### src/sv/tfpe_pkg.sv
// ----------------------------------------------------------------------------
// tfpe_pkg
// shared types, widths and constants of the three fiducial pose estimator
// ----------------------------------------------------------------------------
`default_nettype none

package tfpe_pkg;

  localparam int FW           = 16;
  localparam int COORD_WIDTH  = 16;
  localparam int CORDIC_STEPS = 16;

  localparam int CW   = (COORD_WIDTH < FW) ? COORD_WIDTH : FW;
  localparam int DW   = CW + 1;
  localparam int SQIN = 2 * CW + 10;
  localparam int RTW  = SQIN / 2;
  localparam int RMW  = RTW + 2;
  localparam int PW   = RTW + 2;
  localparam int DENW = PW + 7;
  localparam int RW   = 13;
  localparam int NW   = (((CW + 3) > 19) ? (CW + 3) : 19) + 1;
  localparam int MPW  = 28;
  localparam int MAGW = NW - 1 + MPW;
  localparam int NUMW = MAGW + 1;
  localparam int VW   = NUMW + 2;

  localparam int ANGLE_LEN = 24;
  localparam int NST       = (CORDIC_STEPS < ANGLE_LEN) ? CORDIC_STEPS : ANGLE_LEN;
  localparam int XW        = CW + 11;
  localparam int ZW        = 32;
  localparam int TZW       = ZW - 15;

  localparam int BACK_LAT = RTW + NUMW + 4;
  localparam int ITEM_LAT = BACK_LAT + 2;
  localparam int ROT_DLY  = RTW + NUMW + 2 - NST;

  localparam logic [MPW-1:0]        MODEL_PERIM_Q32 = 28'd169542133;
  localparam logic signed [VW-1:0]  MODEL_CX_Q24    = VW'(280);
  localparam logic signed [VW-1:0]  MODEL_CY_Q24    = VW'(28298);
  localparam logic signed [TZW-1:0] ROT_LIMIT       = TZW'(25736);
  localparam logic signed [VW-1:0]  OFS_MAX         = VW'(64'sd2147483647);
  localparam logic signed [VW-1:0]  OFS_MIN         = -VW'(64'sd2147483648);

  localparam logic [RW-1:0] ROWS_RESET = RW'(480);
  localparam logic [RW-1:0] COLS_RESET = RW'(640);

  localparam int IDXW = 1;
  localparam logic [IDXW-1:0] REG_ROWS = 1'b0;
  localparam logic [IDXW-1:0] REG_COLS = 1'b1;

  typedef struct packed {
    logic [FW-1:0] point_a_x;
    logic [FW-1:0] point_a_y;
    logic [FW-1:0] point_b_x;
    logic [FW-1:0] point_b_y;
    logic [FW-1:0] point_c_x;
    logic [FW-1:0] point_c_y;
  } cmd_t;

  typedef struct packed {
    logic signed [31:0] offset_x;
    logic signed [31:0] offset_y;
    logic signed [15:0] rotation;
    logic               status;
  } res_t;

  typedef struct packed {
    logic signed [DW-1:0] s0x;
    logic signed [DW-1:0] s0y;
    logic signed [DW-1:0] s1x;
    logic signed [DW-1:0] s1y;
    logic signed [DW-1:0] s2x;
    logic signed [DW-1:0] s2y;
    logic signed [DW-1:0] bdx;
    logic signed [DW-1:0] bdy;
    logic signed [NW-1:0] nx;
    logic signed [NW-1:0] ny;
  } qitem_t;

  typedef struct packed {
    logic full;
    logic empty;
  } qstat_t;

  function automatic logic [ZW-1:0] atan_q30(input int unsigned i);
    logic [ZW-1:0] a;
    case (i)
      0:  a = 32'd843314856;
      1:  a = 32'd497837829;
      2:  a = 32'd263043836;
      3:  a = 32'd133525158;
      4:  a = 32'd67021686;
      5:  a = 32'd33543515;
      6:  a = 32'd16775850;
      7:  a = 32'd8388437;
      8:  a = 32'd4194282;
      9:  a = 32'd2097149;
      10: a = 32'd1048575;
      11: a = 32'd524287;
      12: a = 32'd262143;
      13: a = 32'd131071;
      14: a = 32'd65535;
      15: a = 32'd32767;
      16: a = 32'd16383;
      17: a = 32'd8191;
      18: a = 32'd4095;
      19: a = 32'd2047;
      20: a = 32'd1023;
      21: a = 32'd511;
      22: a = 32'd255;
      23: a = 32'd127;
      default: a = '0;
    endcase
    return a;
  endfunction

endpackage

`default_nettype wire

### src/sv/tfpe_queue.sv
// ----------------------------------------------------------------------------
// tfpe_queue
// two entry queue between the front and the back
// ----------------------------------------------------------------------------
`default_nettype none

module tfpe_queue (
  input  wire logic             clk,
  input  wire logic             rst,
  input  wire logic             push,
  input  wire tfpe_pkg::qitem_t din,
  input  wire logic             pop,
  output tfpe_pkg::qitem_t      dout,
  output tfpe_pkg::qstat_t      qs
);

  tfpe_pkg::qitem_t mem [0:1];
  logic             wr;
  logic             rd;
  logic [1:0]       cnt;
  logic             do_push;
  logic             do_pop;

  assign qs.full  = (cnt == 2'd2);
  assign qs.empty = (cnt == 2'd0);
  assign do_push  = push && !qs.full;
  assign do_pop   = pop && !qs.empty;
  assign dout     = mem[rd];

  always_ff @(posedge clk) begin
    if (rst) begin
      wr  <= 1'b0;
      rd  <= 1'b0;
      cnt <= 2'd0;
    end else begin
      if (do_push) begin
        wr <= !wr;
      end
      if (do_pop) begin
        rd <= !rd;
      end
      cnt <= cnt + {1'b0, do_push} - {1'b0, do_pop};
    end
  end

  always_ff @(posedge clk) begin
    if (do_push) begin
      mem[wr] <= din;
    end
  end

endmodule

`default_nettype wire

### config.mk
export PLATFORM = sky130hd
export DESIGN_NAME = tfpe_queue
export DESIGN_NICKNAME = d
export VERILOG_FILES = /design/src/sv/tfpe_pkg.sv /design/src/sv/tfpe_queue.sv
export SDC_FILE = /design/constraint.sdc
export NUM_CORES = 1
export LEC_CHECK = 0
export BUFFER_PORTS_ARGS = -buffer_cell sky130_fd_sc_hd__buf_2
export CAP_MARGIN = 25
export CORE_MARGIN = 4
export CORE_UTILIZATION = 40
export DETAILED_ROUTE_END_ITERATION = 10
export RECOVER_POWER = 25
export SETUP_SLACK_MARGIN = 0.02
export SLEW_MARGIN = 20
export SYNTH_ARGS = -nofsm -noshare
export SYNTH_HDL_FRONTEND = slang
export SYNTH_SLANG_ARGS = --single-unit
### constraint.sdc
create_clock -name clk -period 7.1 [get_ports clk]
set_input_delay 0.355 -clock clk [delete_from_list [all_inputs] [get_ports clk]]
set_output_delay 0.355 -clock clk [all_outputs]
set_load 0.005 [all_outputs]
==> key figures <==
Status
  • Outcome: completed

Floorplan
  • Initial Util: 40.41%
  • Die W: 191.8 µm
  • Die ar.: 0.03680 mm²
  • IO Count: 358
  • Die height: approximately 190 µm
  • Core area: 0.03345 mm²
  • Row count: 67

Worst setup path
  • CP Class: reg2out
  • Critical Path AT: around 2.6 ns
  • Critical Path Start Type: register
  • Sum of buffers and inverters on the critical path: 3
  • Worst setup EP type: output port
  • Crit Path Max Fanout: 36
  • RR Startpoint: cnt[0]$_SDFF_PP0_
  • Worst Path Required: 6.74 ns
  • Delay-heaviest family, CP: buffers and inverters
  • Crit-path max cell delay: 0.72 ns
  • Crit-path slowest cell: dfxtp_4
  • CP cell instances: buf_4 -> buf_16 -> mux2_4 -> buf_2

Global route
  • Antenna violations before repair: 6
  • Vias in the first global route: around 7k
  • Gr ovfl total: 0
  • First-pass GRT wire length: 38,980 µm
  • Total GRT Usage: 13.85%
  • Largest net degree at the start of global routing: 106

Route
  • WL per Instance: 18.71 µm
  • Drt drc: 0
  • Initial drt markers: 254
  • Antenna-violating nets left: 0
  • Drt first pass iters: 4
  • Final wirelength: 26,960 µm
  • Via count: roughly 6.5k
  • Vias per Instance: between 4 and 5

STA
  • Worst-margin pin slew: 0.9741 ns
  • Final setup viols: 0
  • Worst slew margin: about a third
  • Final Hold Violating Endpoints: 0
  • Unrepaired setup endpoints after global routing: no
  • Fmax: around 340 MHz
  • Period Utilization, post-route: 41.65%
  • Tmin final: 2.957 ns
  • Setup TNS: 0 ns
  • Fin. max-slew vios: 0
  • Fin Clk Skew: 0.01372 ns

Logic synthesis
  • Syn_nets: 757
  • Dominant cell type by area after synthesis: edfxtp_1
  • Sequential-to-total area share from yosys stat: 78.94%
  • Synth warn: 0
  • Synth top area cells: edfxtp_1 78%, mux2_4 16%, mux2_2 3.0%
  • Yosys top cell area share: 78.20%
  • Number of synthesized register bits: roughly 360
  • Synth unique cells: 21
  • Avg Inst Size Synth: 23.51 µm²
  • Mapped Cells: approximately 580
  • Cell Area, Synth: 0.01352 mm²

Final layout
  • Layout cell share with drive strength beyond 1: 57.39%
  • Fill cells: between 2k and 3k
  • Multi-input gate area: between 0.002 and 0.003 mm²
  • Area grow syn2layout: 25.22%
  • # nets final: 1,142
  • FF/Latch Area: 0.01067 mm²
  • Final Non-Filler Cells: 1,441

Worst hold path
  • Critical hold path startpoint: din[22]
  • HP Class: in2reg

Clocking
  • Clk buf depth: 3
  • H-Tree Depth: 2
  • Hold buffer count at CTS: 0
  • Clock Sinks: 357
  • TritonCTS Buffers: 39
  • CTS tree: yes
  • CTS clk-pin slew, worst paths: 0.06 ns
  • PostCTS Resize Cnt: 0
  • Worst-Skew Late Latency: 0.51 ns
  • Root buffer cell: clkbuf_16
  • Post-CTS setup repair buffer count: 0

Placed design
  • Routability cong.: 0.7070
  • Dpl cells: 1,365
  • DP HPWL: between 15,000 and 20,000 µm
  • PortBufs: 357

Power and ir drop
  • Peak VDD IR: 0.0002599 V
  • PwrDens: 366.0 mW/mm²
  • LEAKAGE: ~6.5 nW

Job
  • Max-Cap Viols: 0
[per-layer routing]
metal  part of all wire, %  global-route usage [%]  vias to the layer above  routed length [µm]
met4                   1.9                   4.033                        4                 522
met2                    53                   24.82                      205               14150
li1                      -                       -                     3071                   -
met3                   7.6                   4.253                       38                2053
met1                    38                   15.99                     3227               10200
met5                 0.096                       0                        -                  26
[path summary, 6_finish.rpt]
check | to | slack, ns | depth (start not counted)
max | dout[113] | 4.14 | 4
min | mem[1][22]$_DFFE_PP_ | 0.03 | 1
max reg2reg | mem[0][120]$_DFFE_PP_ | 4.47 | 5
min reg2reg | register | 0.51 | 2
[synthesized netlist by cell type]
| library cell | count |
|---|---|
| a21oi_1 | 1 |
| and2_1 | 1 |
| and3_1 | 1 |
| buf_2 | 3 |
| buf_6 | 17 |
| dfxtp_1 | 5 |
| edfxtp_1 | 352 |
| ha_1 | 2 |
| inv_1 | 4 |
| mux2_2 | 36 |
| mux2_4 | 140 |
| nand2_1 | 1 |
| nand2b_2 | 1 |
| nor2_1 | 4 |
| nor2b_1 | 1 |
| nor3_1 | 1 |
| o21a_1 | 1 |
| o21ai_0 | 1 |
| or3_1 | 1 |
| xnor2_1 | 1 |
| xor2_1 | 1 |
[cell families (layout without fill, tap and decap cells)]
kind of cell / count (synthesis) / after routing / share of synthesized area [%]
xor+xnor: 2 / 2 / 0.1296
other cells: 0 / 5 / 0
simple gates: 11 / 11 / 0.4258
fa+ha+maj: 2 / 2 / 0.1851
buf+inv: 24 / 437 / 1.638
compound gates: 3 / 3 / 0.1295
mux: 176 / 176 / 18.55
flops: 357 / 357 / 78.94
[registers in the layout, indices dropped and copies added, names as in the netlist, named ones only]
| name | flops |
|---|---|
| cnt | 2 |
| mem | 352 |
| wr | 1 |
| rd | 1 |
[cells in the final DEF, fill, tap and decap left out]
master and instances:
nor3_1 1, buf_12 1, a21oi_1 1, buf_1 1, buf_4 4, inv_6 1, clkbuf_16 41, clkinv_1 10
buf_16 2, and2_1 1, and3_4 1, or3_1 1, nor2b_1 1, xor2_1 1, mux2_4 140, bufinv_16 1
nand2_1 1, xnor2_1 1, clkinv_2 4, nor2_1 4, ha_1 2, clkbuf_1 35, nand2b_2 1, o21ai_0 1
diode_2 5, dfxtp_1 4, buf_2 333, dfxtp_4 1, edfxtp_1 352, mux2_2 36, o21a_1 1, clkinvlp_4 1
inv_1 3
[final cells by class]
class,instances,area share [%]
multi-input combinational,194,15.54
timing repair buffer,364,11.00
antenna,5,0.07393
clock inverter,16,0.5618
tap,448,3.312
sequential,357,63.07
clock buffer,53,6.328
inverter,4,0.1183
[through the flow]
stage | util (%) | cell area (µm²) | power [mW] | setup WS, ns | hold slack (ns)
6_report | 50.60 | 16930 | 6.194 | 4.143 | 0.03380
5_1_grt | 50.59 | 16920 | 6.507 | 3.992 | 0.005347
4_1_cts | 50.49 | 16890 | 6.287 | 3.904 | 0.004750
3_5_place_dp | 47.00 | 15720 | 4.430 | 3.970 | 0.5011
3_3_place_gp | 47.00 | 15720 | 4.420 | 3.969 | 0.4769
2_1_floorplan | - | 13520 | 3.885 | 1.994 | 0.4241
[where the power goes]
part	leakage [nW]	total, mW	switching, mW	internal [mW]
clock network	0.565	1.83	0.745	1.09
logic	2.60	1.57	0.720	0.851
registers	3.33	2.79	0.102	2.69
(Power assumes the default switching activity.)
