File: config.mk
export PLATFORM = sky130hd
export DESIGN_NAME = tfpe_front
export DESIGN_NICKNAME = d
export VERILOG_FILES = /design/src/sv/tfpe_pkg.sv /design/src/sv/tfpe_front.sv
export SDC_FILE = /design/constraint.sdc
export NUM_CORES = 1
export LEC_CHECK = 0
export ABC_AREA = 1
export BUFFER_PORTS_ARGS = -buffer_cell sky130_fd_sc_hd__buf_2
export CAP_MARGIN = 10
export CORE_MARGIN = 4
export CORE_UTILIZATION = 60
export DETAILED_ROUTE_END_ITERATION = 6
export PLACE_DENSITY = 0.9
export SETUP_SLACK_MARGIN = 0.4
export SYNTH_ARGS = -nofsm -noshare
export SYNTH_HDL_FRONTEND = slang
export SYNTH_SLANG_ARGS = --single-unit
File: constraint.sdc
create_clock -name clk -period 16.8 [get_ports clk]
set_input_delay 0.84 -clock clk [delete_from_list [all_inputs] [get_ports clk]]
set_output_delay 0.84 -clock clk [all_outputs]
set_load 0.01 [all_outputs]
File: src/sv/tfpe_pkg.sv
// ----------------------------------------------------------------------------
// tfpe_pkg
// shared types, widths and constants of the three fiducial pose estimator
// ----------------------------------------------------------------------------
`default_nettype none

package tfpe_pkg;

  localparam int FW           = 16;
  localparam int COORD_WIDTH  = 16;
  localparam int CORDIC_STEPS = 16;

  localparam int CW   = (COORD_WIDTH < FW) ? COORD_WIDTH : FW;
  localparam int DW   = CW + 1;
  localparam int SQIN = 2 * CW + 10;
  localparam int RTW  = SQIN / 2;
  localparam int RMW  = RTW + 2;
  localparam int PW   = RTW + 2;
  localparam int DENW = PW + 7;
  localparam int RW   = 13;
  localparam int NW   = (((CW + 3) > 19) ? (CW + 3) : 19) + 1;
  localparam int MPW  = 28;
  localparam int MAGW = NW - 1 + MPW;
  localparam int NUMW = MAGW + 1;
  localparam int VW   = NUMW + 2;

  localparam int ANGLE_LEN = 24;
  localparam int NST       = (CORDIC_STEPS < ANGLE_LEN) ? CORDIC_STEPS : ANGLE_LEN;
  localparam int XW        = CW + 11;
  localparam int ZW        = 32;
  localparam int TZW       = ZW - 15;

  localparam int BACK_LAT = RTW + NUMW + 4;
  localparam int ITEM_LAT = BACK_LAT + 2;
  localparam int ROT_DLY  = RTW + NUMW + 2 - NST;

  localparam logic [MPW-1:0]        MODEL_PERIM_Q32 = 28'd169542133;
  localparam logic signed [VW-1:0]  MODEL_CX_Q24    = VW'(280);
  localparam logic signed [VW-1:0]  MODEL_CY_Q24    = VW'(28298);
  localparam logic signed [TZW-1:0] ROT_LIMIT       = TZW'(25736);
  localparam logic signed [VW-1:0]  OFS_MAX         = VW'(64'sd2147483647);
  localparam logic signed [VW-1:0]  OFS_MIN         = -VW'(64'sd2147483648);

  localparam logic [RW-1:0] ROWS_RESET = RW'(480);
  localparam logic [RW-1:0] COLS_RESET = RW'(640);

  localparam int IDXW = 1;
  localparam logic [IDXW-1:0] REG_ROWS = 1'b0;
  localparam logic [IDXW-1:0] REG_COLS = 1'b1;

  typedef struct packed {
    logic [FW-1:0] point_a_x;
    logic [FW-1:0] point_a_y;
    logic [FW-1:0] point_b_x;
    logic [FW-1:0] point_b_y;
    logic [FW-1:0] point_c_x;
    logic [FW-1:0] point_c_y;
  } cmd_t;

  typedef struct packed {
    logic signed [31:0] offset_x;
    logic signed [31:0] offset_y;
    logic signed [15:0] rotation;
    logic               status;
  } res_t;

  typedef struct packed {
    logic signed [DW-1:0] s0x;
    logic signed [DW-1:0] s0y;
    logic signed [DW-1:0] s1x;
    logic signed [DW-1:0] s1y;
    logic signed [DW-1:0] s2x;
    logic signed [DW-1:0] s2y;
    logic signed [DW-1:0] bdx;
    logic signed [DW-1:0] bdy;
    logic signed [NW-1:0] nx;
    logic signed [NW-1:0] ny;
  } qitem_t;

  typedef struct packed {
    logic full;
    logic empty;
  } qstat_t;

  function automatic logic [ZW-1:0] atan_q30(input int unsigned i);
    logic [ZW-1:0] a;
    case (i)
      0:  a = 32'd843314856;
      1:  a = 32'd497837829;
      2:  a = 32'd263043836;
      3:  a = 32'd133525158;
      4:  a = 32'd67021686;
      5:  a = 32'd33543515;
      6:  a = 32'd16775850;
      7:  a = 32'd8388437;
      8:  a = 32'd4194282;
      9:  a = 32'd2097149;
      10: a = 32'd1048575;
      11: a = 32'd524287;
      12: a = 32'd262143;
      13: a = 32'd131071;
      14: a = 32'd65535;
      15: a = 32'd32767;
      16: a = 32'd16383;
      17: a = 32'd8191;
      18: a = 32'd4095;
      19: a = 32'd2047;
      20: a = 32'd1023;
      21: a = 32'd511;
      22: a = 32'd255;
      23: a = 32'd127;
      default: a = '0;
    endcase
    return a;
  endfunction

endpackage

`default_nettype wire

File: src/sv/tfpe_front.sv
// ----------------------------------------------------------------------------
// tfpe_front
// accepts point triples, picks head and base, forms differences and sums
// ----------------------------------------------------------------------------
`default_nettype none

module tfpe_front (
  input  wire logic                      clk,
  input  wire logic                      rst,
  input  wire logic                      start,
  output logic                           busy,
  input  wire tfpe_pkg::cmd_t            cmd,
  input  wire logic                      cfg_we,
  input  wire logic [tfpe_pkg::IDXW-1:0] cfg_idx,
  input  wire logic [tfpe_pkg::RW-1:0]   cfg_data,
  input  wire tfpe_pkg::qstat_t          qs,
  output logic                           push,
  output tfpe_pkg::qitem_t               item
);

  localparam int CW = tfpe_pkg::CW;
  localparam int DW = tfpe_pkg::DW;
  localparam int NW = tfpe_pkg::NW;

  logic [tfpe_pkg::RW-1:0] rows;
  logic [tfpe_pkg::RW-1:0] cols;
  logic                    f_valid;
  logic                    f_valid_next;
  logic                    accept;
  tfpe_pkg::qitem_t        item_next;

  logic [CW-1:0] x0, y0, x1, y1, x2, y2;
  logic [CW-1:0] hx0, hy0, hx1, hy1;
  logic [1:0]    head;
  logic [CW+1:0] sx, sy;
  logic [NW-1:0] colsw, rowsw;

  assign busy   = f_valid && qs.full;
  assign accept = start && !busy;
  assign push   = f_valid && !qs.full;

  always_comb begin
    x0 = cmd.point_a_x[CW-1:0];
    y0 = cmd.point_a_y[CW-1:0];
    x1 = cmd.point_b_x[CW-1:0];
    y1 = cmd.point_b_y[CW-1:0];
    x2 = cmd.point_c_x[CW-1:0];
    y2 = cmd.point_c_y[CW-1:0];
    head = 2'd0;
    if (y1 < y0) begin
      head = 2'd1;
    end
    if ((head == 2'd0 && y2 < y0) || (head == 2'd1 && y2 < y1)) begin
      head = 2'd2;
    end
    hx0 = x0;
    hy0 = y0;
    hx1 = x1;
    hy1 = y1;
    if (head == 2'd0) begin
      hx0 = x1;
      hy0 = y1;
      hx1 = x2;
      hy1 = y2;
    end else if (head == 2'd1) begin
      hx1 = x2;
      hy1 = y2;
    end
    sx    = {2'b00, x0} + {2'b00, x1} + {2'b00, x2};
    sy    = {2'b00, y0} + {2'b00, y1} + {2'b00, y2};
    colsw = NW'(cols);
    rowsw = NW'(rows);
    item_next.s0x = $signed({1'b0, x1}) - $signed({1'b0, x0});
    item_next.s0y = $signed({1'b0, y1}) - $signed({1'b0, y0});
    item_next.s1x = $signed({1'b0, x2}) - $signed({1'b0, x1});
    item_next.s1y = $signed({1'b0, y2}) - $signed({1'b0, y1});
    item_next.s2x = $signed({1'b0, x0}) - $signed({1'b0, x2});
    item_next.s2y = $signed({1'b0, y0}) - $signed({1'b0, y2});
    item_next.bdx = $signed({1'b0, hx1}) - $signed({1'b0, hx0});
    item_next.bdy = $signed({1'b0, hy1}) - $signed({1'b0, hy0});
    item_next.nx  = $signed((NW'(sx) << 1) - (colsw << 5) - (colsw << 4));
    item_next.ny  = $signed((NW'(sy) << 1) - (rowsw << 5) - (rowsw << 4));
  end

  always_comb begin
    f_valid_next = f_valid;
    if (accept) begin
      f_valid_next = 1'b1;
    end else if (push) begin
      f_valid_next = 1'b0;
    end
  end

  always_ff @(posedge clk) begin
    if (rst) begin
      rows    <= tfpe_pkg::ROWS_RESET;
      cols    <= tfpe_pkg::COLS_RESET;
      f_valid <= 1'b0;
    end else begin
      f_valid <= f_valid_next;
      if (cfg_we) begin
        case (cfg_idx)
          tfpe_pkg::REG_ROWS: rows <= cfg_data;
          tfpe_pkg::REG_COLS: cols <= cfg_data;
          default: ;
        endcase
      end
    end
  end

  always_ff @(posedge clk) begin
    if (accept) begin
      item <= item_next;
    end
  end

endmodule

`default_nettype wire

==> results of run 1 <==
## layer usage
layer | vias up | wire, um | global-route usage | part of all wire
li1 | 7696 | - | - | -
met1 | 7409 | 21290 | 0.4327 | 0.41
met3 | 154 | 4768 | 0.04429 | 0.092
met5 | - | 25 | 0 | 0.00048
met2 | 861 | 23560 | 0.5023 | 0.46
met4 | 4 | 1992 | 0.1247 | 0.039
## placed cells by master (no fill, tap or decap), types with 4 or more instances in the layout
cell type                   netlist  layout
sky130_fd_sc_hd__nand2_1        501     501
sky130_fd_sc_hd__inv_1          305     305
sky130_fd_sc_hd__buf_2            3     290
sky130_fd_sc_hd__a21oi_1        203     203
sky130_fd_sc_hd__ha_1           191     191
sky130_fd_sc_hd__edfxtp_1       174     174
sky130_fd_sc_hd__o21ai_0        148     148
sky130_fd_sc_hd__nor2_1         114     113
sky130_fd_sc_hd__xor2_1          96      96
sky130_fd_sc_hd__nand3_1         87      87
sky130_fd_sc_hd__fa_1            66      66
sky130_fd_sc_hd__xnor2_1         40      40
sky130_fd_sc_hd__dfxtp_1         27      27
sky130_fd_sc_hd__nor3_1          25      25
sky130_fd_sc_hd__clkbuf_16        0      25
sky130_fd_sc_hd__a21o_1          24      24
sky130_fd_sc_hd__nand3_2         14      14
sky130_fd_sc_hd__o21bai_1        12      12
sky130_fd_sc_hd__diode_2          0      11
sky130_fd_sc_hd__o21ai_1         10      10
sky130_fd_sc_hd__o211ai_1        10      10
sky130_fd_sc_hd__a31oi_1         10      10
sky130_fd_sc_hd__o21ai_2          9       9
sky130_fd_sc_hd__o31ai_1          8       8
sky130_fd_sc_hd__clkinv_2         0       6
sky130_fd_sc_hd__nand3b_1         4       4
## worst max-delay path: stages
cell and delay [ns]:
sky130_fd_sc_hd__buf_2 0.17, sky130_fd_sc_hd__inv_1 0.06, sky130_fd_sc_hd__ha_1 0.37, sky130_fd_sc_hd__nand2_1 0.11, sky130_fd_sc_hd__nor2_1 0.16, sky130_fd_sc_hd__nand3_1 0.10
sky130_fd_sc_hd__nand3_2 0.13, sky130_fd_sc_hd__nand2_1 0.06, sky130_fd_sc_hd__nand2_1 0.08, sky130_fd_sc_hd__nand2_2 0.10, sky130_fd_sc_hd__nand2_4 0.77, sky130_fd_sc_hd__nand2_4 0.42
sky130_fd_sc_hd__nand2_1 0.18, sky130_fd_sc_hd__nand2_1 0.09, sky130_fd_sc_hd__ha_1 0.26, sky130_fd_sc_hd__fa_1 0.46, sky130_fd_sc_hd__nor3_1 0.21, sky130_fd_sc_hd__nor2_1 0.10
sky130_fd_sc_hd__o21ai_0 0.43, sky130_fd_sc_hd__a31oi_1 0.15
## cell families after synthesis
logic type / after synthesis
simple gates: 758
compound gates: 439
buf+inv: 329
fa+ha+maj: 257
flops: 201
xor+xnor: 136
other cells: 1
## final cells by class
cell class	count	area [sq um]
repair buffers	293	1474
clock buffers	29	660.6
inverters	305	1145
flip-flops and latches	201	5766
fillers	2306	8726
clock inverters	10	52.55
well taps	384	480.5
diodes	11	27.53
multi-input cells	1592	10450
## power by group
part | internal (mW) | switching, mW | total, mW
clock network | 0.276 | 0.205 | 0.481
registers | 0.715 | 0.0291 | 0.744
logic | 0.475 | 0.819 | 1.29
total | 1.47 | 1.05 | 2.52
## state kept, by name (all words and copies together), names as in the netlist
register / count
item: 174
rows: 13
cols: 13
f_valid: 1
## how the worst max path moves through the flow
stage | from | endpoint | slack [ns] | depth (start not counted)
floorplan | qs[1] | item[100] | 7.88 | 3
global placement | cmd[1] | item[56] | 11.52 | 20
detailed placement | cmd[1] | item[56] | 11.37 | 20
CTS | cmd[1] | item[56] | 11.90 | 20
global route | cmd[7] | item[55] | 11.27 | 22
finish | cmd[7] | item[56] | 11.75 | 20
==> results.txt, run 1 <==
Yosys mapped the design onto 38 distinct sky130hd cell types. Excluding fillers, the count of instances in the completed layout stands at 2825. The first global-routing pass estimated 79260 um of wire. The async set-reset flop share out of synthesis is 0, and the final routed wire length divided by cell count is 18.28 um.

Synthesized-area fraction occupied by adder cells: 0.2113. The post-synthesis compound-gate area fraction came out at 0.1362. Fraction of synthesized cell area in xor and xnor cells: 0.06784.

After synthesis, the largest family of logic cells by area is adder cells. The floorplan step defined a core boundary enclosing 0.02878 sq mm. For the number of max-cap violations, the log shows 0. The clock period could shrink to 5.053 ns. IR analysis of the VDD net gives a maximum drop of 0.0001427 V. Commonest register cell after synthesis: sky130_fd_sc_hd__edfxtp_1. No sink is reached through more buffers than the 3 on the longest clock path. The total power after layout is 2.519 mW, and the initial standard-cell utilization of the core is 0.6101. For the via count of the first global-routing pass, the log shows 15540. The logs give 0.3141 for the total routing usage reported by global routing and 1350 for the starting DRC count in detailed routing. Entering global routing, the biggest net connects 104 pins. The count of placed standard cells including taps is 2775. The startpoint identified for the worst register-to-register timing path is cols[0].

In this run, synthesis inferred 174 flip-flops with an integrated enable. Clock tree synthesis found a total of 201 sinks. For this design the top-level I/O count stands at 294. For the worst-skew pair, the clock arrives at the later sink with an insertion delay of 0.53 ns. The root cell of the clock tree is sky130_fd_sc_hd__clkbuf_16. Number of antenna violations at the first check in global routing: 12. After clock tree synthesis, the clock-pin slew on the worst setup and hold paths is 0.06 ns. The fraction of the mapped netlist area in simple logic gates was 0.1788; the share of cells above drive strength 1 was 0.1486.

The global-route congestion overflow total was 0; the count of cells along the worst hold path was 2. Data arrives at the worst endpoint at 5.30 ns. The flow ran to the end, and the final reports show no timing, DRC or antenna violations. Summing all non-filler instances in the final layout gives an area of 0.02005 sq mm.

After synthesis the netlist holds a flip-flop and latch count of 201. The utilization after layout came out at 0.6968. The tools report the sort of element at the start of the critical path as an input pin.

The run gives 22 as the number of buffers added by the clock tree synthesis step. The depth of the CTS H-tree came out at 1. The count of input and output buffers is 290. By count the netlist is led by 501 x sky130_fd_sc_hd__nand2_1, 305 x sky130_fd_sc_hd__inv_1, 203 x sky130_fd_sc_hd__a21oi_1.

The number of cells on the worst reg-to-reg path is 11. The post-synthesis mux area share is 0, and the number of search-and-repair iterations in the first detailed-routing pass is 5. Setup total negative slack on the finished layout was measured at 0 ns. The number of max-slew violations in the final report was 0. The sequential cell area fraction in the yosys report was 0.3283. The logs give 2121 for the cell count after synthesis and 11.75 ns for the final worst slack. Hold path startpoint: rst.

The final clock period utilization by the worst path works out to 0.3008. The run gives 0.4767 ns as the hold slack. The total wirelength of the detailed-routed design came out at 51640 um. Derived from the worst setup path, the maximum achievable clock frequency is 0.1979 GHz.

The number of vias per cell after detailed routing was 5.708; the total of endpoints with negative setup slack in the final report was 0. Dividing the synthesized area by the synthesized cell count gives 8.279 sq um. The worst slack at placement is 11.37 ns. After clock tree synthesis, the setup repair step added 0 buffers.

The floorplan step defined a die boundary enclosing 0.03207 sq mm. The horizontal extent of the die is 179.1 um. The clock skew after layout is 0.008543 ns, and the number of nets with antenna violations after detailed routing is 0.

Worst slew slack as a fraction of its limit: 0.2883. The cell area after synthesis came out at 0.01756 sq mm. The post-cts gate resize count is 0. Classification of the worst-slack hold path: in -> reg.

The number of hold-slack violations in the final timing report is 0. For the via count, the log shows 16120. The transition time at the pin with the least slew margin came out at 1.068 ns. The endpoint identified for the worst register-to-register timing path is item[35]. The path with the worst hold slack has its endpoint at f_valid. For the final weighted congestion in routability-driven placement, the log shows 0.9985. Of all cell types, the one taking the most synthesized area is sky130_fd_sc_hd__edfxtp_1.

Of all nets on the critical path, the largest fanout is 103. The worst setup path is captured at a flop. The cell area after placement is 0.01931 sq mm, and the power density over the cells is 125.6 mW/mm^2. In this run the register-to-register setup slack is 14.14 ns. TritonCTS built the clock tree. In the post-synthesis netlist, the biggest area contributors are sky130_fd_sc_hd__edfxtp_1 30%, sky130_fd_sc_hd__ha_1 14%, sky130_fd_sc_hd__nand2_1 11%.

The number of nets at the end of the flow is 2788, and the count of synthesis-stage warnings from yosys is 0. Compared with the post-synthesis result, the final layout area differs by 14.21%. The share of the synthesized area in the top cell type works out to 0.2976.

The post-detailed-route DRC marker count is 0. STA puts the critical path data required time at 17.04 ns. The leading cell type by number of instances after synthesis was sky130_fd_sc_hd__nand2_1. For this design the static power due to leakage is 10.02 nW.

Detailed placement finished with a half-perimeter wire length of 41990 um. The floorplan has 62 rows. The die span in y was 179.1 um.

Category of the most critical setup path: in -> reg. Setup repair after global routing left no endpoint under its margin. The number of hold buffers added after CTS was 0.
No activity file was read; power rests on OpenSTA's default activity.
==> run 2: changes to the inputs <==
CORE_UTILIZATION = 53   (was 60)
PLACE_DENSITY = 0.85   (was 0.9)
clock period = 4.43 ns   (was 16.8 ns; I/O delays follow)
==> run 2 against run 1 <==
Effect of this change:
- cell count grew 3.2%
- non-clock buffer count up 24
- register-to-register slack got worse by 12 ns
- sequential power grew to 3.8 times the previous value
- first-iteration DRC count grew 2.1%
- hold slack worse by 0.44 ns
- die area up 13%
- cell area up 1.8%
- wire length rose by 0.81%
- via count is 1.8% lower
- critical endpoint is now item[31]
- largest cell class unchanged
==> results.txt, run 2 (synthesis results as in run 1) <==
The run finished with clean final reports. The largest buffer count on any clock path was 3 (unchanged). The run gives 0 (unchanged) as the total of endpoints with negative setup slack in the final report.

The worst slack at placement is 0.02755 ns (-11.34 ns), and the initial standard-cell utilization of the core is 0.5383 (-0.07180). Final routed wire length divided by cell count: 17.86 um (-2.3%). The final weighted congestion in routability-driven placement is 0.9803 (-1.8%), and the depth of the CTS H-tree is 1 (unchanged). The total number of clock tree sinks was 201 (unchanged). The share of cells above drive strength 1 was 0.1530 (+0.004472); the number of max-slew violations in the final report was 0 (unchanged).

The minimum period implied by the final worst setup slack is 3.867 ns. The total leakage power was 10.15 nW (+1.3%); the number of antenna violations at the first check in global routing was 14 (+2). The worst setup path is of the in -> reg kind. The count of input and output buffers is 290 (unchanged), and the depth of the most critical reg-to-reg path is 11 (unchanged).

Total number of placement rows: 66 (+6.5%). The final worst slack was 0.5633 ns (-11.18 ns). The number of search-and-repair iterations in the first detailed-routing pass is 6 (+1).

The total power after layout came out at 9.647 mW (+280%). More flip-flops sit in one register than any other, and that register is item. The tools report the hold path startpoint as cfg_data[11]. The area growth from synthesis to layout is 16.32%. The total routing usage reported by global routing was 0.2794 (-0.03471). The via count is 15840 (-1.8%), and the post-DP HPWL is 42740 um (+1.8%).

The total negative slack is 0 ns (unchanged). The critical path's top delay family is adder cells. For the number of max-cap violations, the log shows 0 (unchanged). The clock transition at the registers of the reported paths is 0.06 ns (about the same). The count of cells along the worst hold path works out to 3 (+1).

Via count of the first global-routing pass: 15250 (-1.9%). The post-detailed-route DRC marker count came out at 0 (unchanged). Based on the critical path, the design can be clocked at up to 0.2586 GHz. The number of nets with antenna violations after detailed routing is 0 (unchanged), and the core outline area is 0.03262 sq mm (+13%).

CTS placed an instance of sky130_fd_sc_hd__clkbuf_16 at the clock tree root. For the wire length of the first global-routing pass, the log shows 80190 um (+1.2%). The run gives 1379 (+2.1%) as the starting DRC count in detailed routing.

The run gives 52060 um (+0.81%) as the total wirelength of the detailed-routed design. The number of buffers added by the clock tree synthesis step is 23 (+4.5%), and the die span in y is 190.0 um (+6.1%). The total buffers and inverters traversed by the critical path works out to 3 (+1). The longest individual stage delay on the worst path came out at 0.57 ns (-0.20 ns). In the layout the commonest cells are 501 x sky130_fd_sc_hd__nand2_1, 305 x sky130_fd_sc_hd__inv_1, 290 x sky130_fd_sc_hd__buf_2, 201 x sky130_fd_sc_hd__a21oi_1, 191 x sky130_fd_sc_hd__ha_1. For the worst ir drop on vdd, the log shows 0.0004520 V (+220%).

The number of flip-flops under the largest register name is 174 (unchanged). The clock skew after layout is 0.01914 ns (+0.01060 ns). The startpoint identified for the worst register-to-register timing path is cols[0]. The horizontal extent of the die was 190.0 um (+6.1%).

The power density over the cells was 472.3 mW/mm^2 (+280%); the arrival time of the worst setup path was 4.16 ns (-1.14 ns). Setup repair after global routing left no endpoint under its margin. The sort of element at the start of the critical path is an input pin.

The clock network latency to the later pin of the worst-skew pair is 0.55 ns (+0.02 ns), and the pin count of the biggest net entering global routing is 88 (-15%). The number of top-level design ports came out at 294 (unchanged). Critical path startpoint: cmd[17].

The run gives 4.73 ns (-12.31 ns) as the critical path required time. TritonCTS built the clock tree. The path class of the tightest hold or removal check is in -> reg. The highest net fanout along the worst path came out at 5 (-95%). STA classifies the critical path endpoint as a flop. The tools report the number of nets at the end of the flow as 2813 (+0.90%).

The library cell used most frequently in the layout, excluding fill and tap cells, is sky130_fd_sc_hd__nand2_1. The transition time at the pin with the least slew margin is 0.6240 ns (-0.4436 ns), and the number of hold-slack violations in the final timing report is 0 (unchanged). The largest registers in the layout are item: 174 flops, cols: 13 flops, rows: 13 flops. The final clock period utilization by the worst path came out at 0.8728.

The global-route congestion overflow total was 0 (unchanged). Among all stages on the critical path, the largest delay is contributed by sky130_fd_sc_hd__fa_1. Walking the worst path, the cells encountered are buf_2 -> fa_1 -> ha_1 -> inv_1 -> fa_1 -> inv_1 -> nand3_1 -> nand2_1 -> a21oi_1 -> o21ai_0 -> xor2_1 -> fa_1 -> ha_1 -> nand2_1 -> nor2_1 -> o21ai_0 -> o211ai_1 -> a21oi_1 -> xnor2_1. The number of vias per cell after detailed routing was 5.435 (-4.8%); the die footprint was 0.03611 sq mm (+13%).

The worst slew slack as a fraction of its limit came out at 0.5830 (+0.2947). The tools report the number of buffers inserted by post-CTS setup repair as 0 (unchanged). Among the stages of the critical path, the cell type that occurs most often is sky130_fd_sc_hd__fa_1.

The logic depth of the worst setup path including buffers works out to 19 (-5.0%).
-- run 2: cell count changes in the layout (fill, tap and decap cells not counted), moves of 2 or more --
| cell | change |
|---|---|
| sky130_fd_sc_hd__a21oi_2 | +2 |
| sky130_fd_sc_hd__clkbuf_16 | -2 |
| sky130_fd_sc_hd__a21oi_1 | -2 |
| sky130_fd_sc_hd__inv_6 | +3 |
| sky130_fd_sc_hd__diode_2 | +4 |
| sky130_fd_sc_hd__dlygate4sd3_1 | +14 |
| sky130_fd_sc_hd__buf_12 | +3 |
| sky130_fd_sc_hd__bufinv_16 | +2 |
| sky130_fd_sc_hd__buf_4 | +7 |
| sky130_fd_sc_hd__clkbuf_8 | -2 |
-- run 2: area by class of cell --
cell class,count,area [sq um]
timing repair buffer,317,1727
fill,2840,12190
clock inverter,16,143.9
inverter,305,1145
antenna,15,37.54
clock buffer,26,590.6
multi-input combinational,1592,10460
sequential,201,5766
tap,442,553.0
-- run 2: tightest hold or removal path, delay by kind of cell --
| family | cells | cell delay (ns) |
|---|---|---|
| AOI/OAI and AO/OA | 2 | 0.20 |
| buffers and inverters | 1 | 0.12 |
-- run 2: final timing paths --
path / to / slack [ns]
worst max register to register: item[35] / 1.84
worst min-delay path: cols[11] / 0.04
worst min register to register: rows[0] / 0.53
worst max-delay path: item[31] / 0.56
-- run 2: what timing repair did --
action	in CTS	in global routing
setup endpoints to repair	0	10
endpoints found under the hold margin	22	0
resized for setup	0	4
hold buffers	14	0
-- run 2: stage by stage --
stage	hold slack [ns]	area [sq um]	util	std cells
4_1_cts	0.002836	20370	0.6246	2899
3_5_place_dp	0.4039	19500	0.5978	2843
6_report	0.03830	20420	0.6262	2914
5_1_grt	0.05962	20420	0.6260	2912
2_1_floorplan	0.2906	17570	-	2122
3_3_place_gp	0.3964	19500	0.5978	2843
-- run 2: where the power goes --
group	total [mW]	switching, mW	internal (mW)
sequential	2.82	0.111	2.71
combinational	4.94	3.07	1.87
clock	1.89	0.807	1.08
-- run 2: metal layers --
metal,GRT usage,routed length (um),part of all wire,vias to the layer above
li1,-,-,-,7742
met1,0.3996,22790,0.44,7342
met5,0,13,0.00025,-
met4,0.09627,1507,0.029,2
met2,0.4397,23590,0.45,652
met3,0.03688,4153,0.080,101
==> run 3: changes to the inputs <==
CORE_UTILIZATION = 58   (was 53)
CTS_CLUSTER_DIAMETER = 40   (was not set)
PLACE_DENSITY = 0.88   (was 0.85)
clock period = 3.79 ns   (was 4.43 ns; I/O delays follow)
==> run 3 against run 2 <==
Effect of this change:
- clock power is 48% higher
- clock-buffer cell count is 6 higher
- critical path type unchanged
- hold slack better by 0.033 ns
- first-iteration DRC count is 17% higher
- utilization is 13 points higher
- largest power group unchanged
- wire length is 12% higher
- critical path depth is 1 lower
- cell count is 4.1% higher
- clock skew is 0.0089 ns lower
==> results.txt, run 3 (synthesis results as in run 1) <==
The tools report the wire length of the first global-routing pass as 88380 um (+10%). Leaving out fill and tap cells, the most frequent cells in the layout are 485 x sky130_fd_sc_hd__nand2_1, 297 x sky130_fd_sc_hd__inv_1, 286 x sky130_fd_sc_hd__buf_2, 183 x sky130_fd_sc_hd__a21oi_1, 174 x sky130_fd_sc_hd__edfxtp_1. The number of top-level design ports was 294 (unchanged).

The largest registers in the layout are item: 174 flops, cols: 13 flops, rows: 13 flops. The logs give 132 (+50%) for the pin count of the biggest net entering global routing and 0.3329 (+0.05351) for the total routing usage reported by global routing. The utilization after layout was 0.7595 (+0.1333); the number of max-slew violations in the final report was 0 (unchanged). STA classifies the critical path startpoint as an input pin. The clock skew after layout is 0.01029 ns (-0.008855 ns). The tools report the peak clock frequency supported by timing as 0.2943 GHz. The total number of placement rows came out at 63 (-4.5%). Among cell families on the critical path, the largest total delay comes from adder cells. The number of nets with antenna violations after detailed routing was 0 (unchanged). Total power after layout: 13.81 mW (+43%). The run gives 0.4899 (-0.09314) as the worst slew slack as a fraction of its limit. In this run the most critical hold path is launched from cmd[64].

The starting DRC count in detailed routing was 1614 (+17%). The run gives 2943 (+3.5%) as the count of placed standard cells including taps. CTS placed an instance of sky130_fd_sc_hd__clkbuf_16 at the clock tree root. The final routed wire length divided by cell count is 19.19 um (+7.4%), and the number of vias per cell after detailed routing is 5.712 (+5.1%). The number of flip-flops under the largest register name is 174 (unchanged), and the share of cells above drive strength 1 is 0.2560 (+0.1029).

The die span in y works out to 182.0 um (-4.2%). Most common cell after layout, fill and taps aside: sky130_fd_sc_hd__nand2_1. The transition time at the pin with the least slew margin came out at 0.7652 ns (+0.1412 ns).

The tools report the global-route congestion overflow total as 0 (unchanged). The path class of the tightest hold or removal check is in -> reg. The final weighted congestion in routability-driven placement is 1.067 (+8.8%). The highest net fanout along the worst path is 4 (-1), and the core outline area is 0.02972 sq mm (-8.9%). The via count of the first global-routing pass was 16720 (+9.7%); the initial standard-cell utilization of the core was 0.5909 (+0.05256). For this design, the slowest cell found on the critical path is sky130_fd_sc_hd__fa_1. Setup repair after global routing could not meet its margin everywhere. The worst setup path is captured at a flop. The logs give 0 (unchanged) for the number of hold-slack violations in the final timing report and 29 (+26%) for the number of buffers added by the clock tree synthesis step.

For the non-filler instance count after layout, the log shows 3034 (+4.1%). For the critical path required time, the log shows 4.10 ns (-0.63 ns). The worst ir drop on vdd is 0.0008262 V (+83%), and the total buffers and inverters traversed by the critical path is 5 (+2). Total of endpoints with negative setup slack in the final report: 0 (unchanged). In this run the critical register-to-register path is captured at item[15]. The hold slack was 0.07131 ns (+0.03301 ns); the number of search-and-repair iterations in the first detailed-routing pass was 6 (unchanged).

The tools report the post-DP HPWL as 45840 um (+7.2%). The post-detailed-route DRC marker count came out at 0 (unchanged). Total number of clock tree sinks: 201 (unchanged).

Largest buffer count on any clock path: 3 (unchanged). For the die footprint, the log shows 0.03312 sq mm (-8.3%). The tools report the depth of the CTS H-tree as 1 (unchanged). The count of cells along the worst hold path came out at 3 (unchanged). The longest individual stage delay on the worst path came out at 0.58 ns (about the same).

The most flop-heavy register is item. Clock network latency to the later pin of the worst-skew pair: 0.57 ns (+0.02 ns). The final clock period utilization by the worst path is 0.8967, and the area overhead of the layout relative to synthesis is 28.53%. The startpoint identified for the worst register-to-register timing path is rows[0]. The logs give 0 ns (unchanged) for the total negative slack and 2984 (+6.1%) for the number of nets at the end of the flow.

The number of max-cap violations was 0 (unchanged); the number of antenna violations at the first check in global routing was 10 (-4). The path with the worst hold slack has its endpoint at item[142]. Total leakage power: 11.15 nW (+9.9%). The run gives 58210 um (+12%) as the total wirelength of the detailed-routed design.

Depth of the most critical reg-to-reg path: 11 (unchanged). Via count: 17330 (+9.4%). The category of the most critical setup path is in -> reg.

The count of input and output buffers is 290 (unchanged), and the horizontal extent of the die is 182.0 um (-4.2%). The power density over the cells came out at 611.7 mW/mm^2 (+30%). Walking the worst path, the cells encountered are buf_8 -> fa_1 -> ha_4 -> inv_4 -> fa_2 -> inv_2 -> nand3_2 -> nand2_2 -> a21oi_4 -> buf_4 -> xnor2_2 -> fa_1 -> ha_1 -> a21o_1 -> o21ai_2 -> o2111ai_2 -> buf_4 -> xor2_2. The reg-to-reg setup timing slack is 1.30 ns (-0.54 ns).

TritonCTS built the clock tree. The layout filler cell count was 2073 (-27%); the arrival time of the worst setup path was 3.71 ns (-0.45 ns). For the finished layout, the period the worst path requires is 3.398 ns. The clock transition at the registers of the reported paths works out to 0.06 ns (about the same).

The run finished with clean final reports.
[run 3: worst max path at each step]
stage / depth (start not counted) / endpoint / slack, ns / startpoint
2_1_floorplan: 21 / item[38] / 0.20 / cmd[17]
4_1_cts: 21 / item[17] / 0.37 / cmd[1]
6_report: 18 / item[34] / 0.39 / cmd[81]
3_5_place_dp: 21 / item[17] / -0.29 / cmd[1]
3_3_place_gp: 19 / item[17] / -0.18 / cmd[1]
5_1_grt: 20 / item[38] / 0.21 / cmd[81]
[run 3: power breakdown]
part / switching (mW) / internal, mW
Combinational: 4.35 / 3.35
Clock: 1.16 / 1.65
Sequential: 0.136 / 3.17
[run 3: layout make-up]
type	instances	area [sq um]	share of cell area
diodes	11	27.53	0.001220
clock buffers	32	768.2	0.03404
clock inverters	21	237.7	0.01053
inverters	305	1147	0.05084
multi-input cells	1592	11130	0.4930
flip-flops and latches	201	5767	0.2555
well taps	390	488.0	0.02162
repair buffers	482	3008	0.1333
[run 3: through the flow]
stage,setup WS (ns),area (sq um)
6_report,0.3916,22570
5_1_grt,0.2145,22570
4_1_cts,0.3734,21980
3_5_place_dp,-0.2854,20810
3_3_place_gp,-0.1777,20810
2_1_floorplan,0.2030,17810
[run 3: worst reg2reg max path: stages, from the launching register on]
cell	delay [ns]
sky130_fd_sc_hd__dfxtp_1	0.34
sky130_fd_sc_hd__inv_1	0.08
sky130_fd_sc_hd__fa_1	0.53
sky130_fd_sc_hd__ha_1	0.34
sky130_fd_sc_hd__o21ai_0	0.19
sky130_fd_sc_hd__nand2_1	0.15
sky130_fd_sc_hd__nand2_4	0.11
sky130_fd_sc_hd__nor2_4	0.05
sky130_fd_sc_hd__nor2_4	0.12
sky130_fd_sc_hd__buf_4	0.13
sky130_fd_sc_hd__o21ai_1	0.06
sky130_fd_sc_hd__xor2_1	0.14
[run 3: metal layers]
layer / GRT usage / share of wire / vias to the layer above
met5: 0 / 0 / -
met4: 0.1267 / 0.048 / 0
met3: 0.05789 / 0.10 / 192
met2: 0.5509 / 0.46 / 1007
met1: 0.4389 / 0.39 / 8021
li1: - / - / 8109
[run 3: timing repair]
item / in CTS / in global routing
endpoints found under the setup margin: 8 / 44
hold endpoints to repair: 25 / 0
buffers inserted: 0 / 12
hold buffers: 15 / 0
gates resized for setup: 4 / 130
pin swaps: 6 / 51
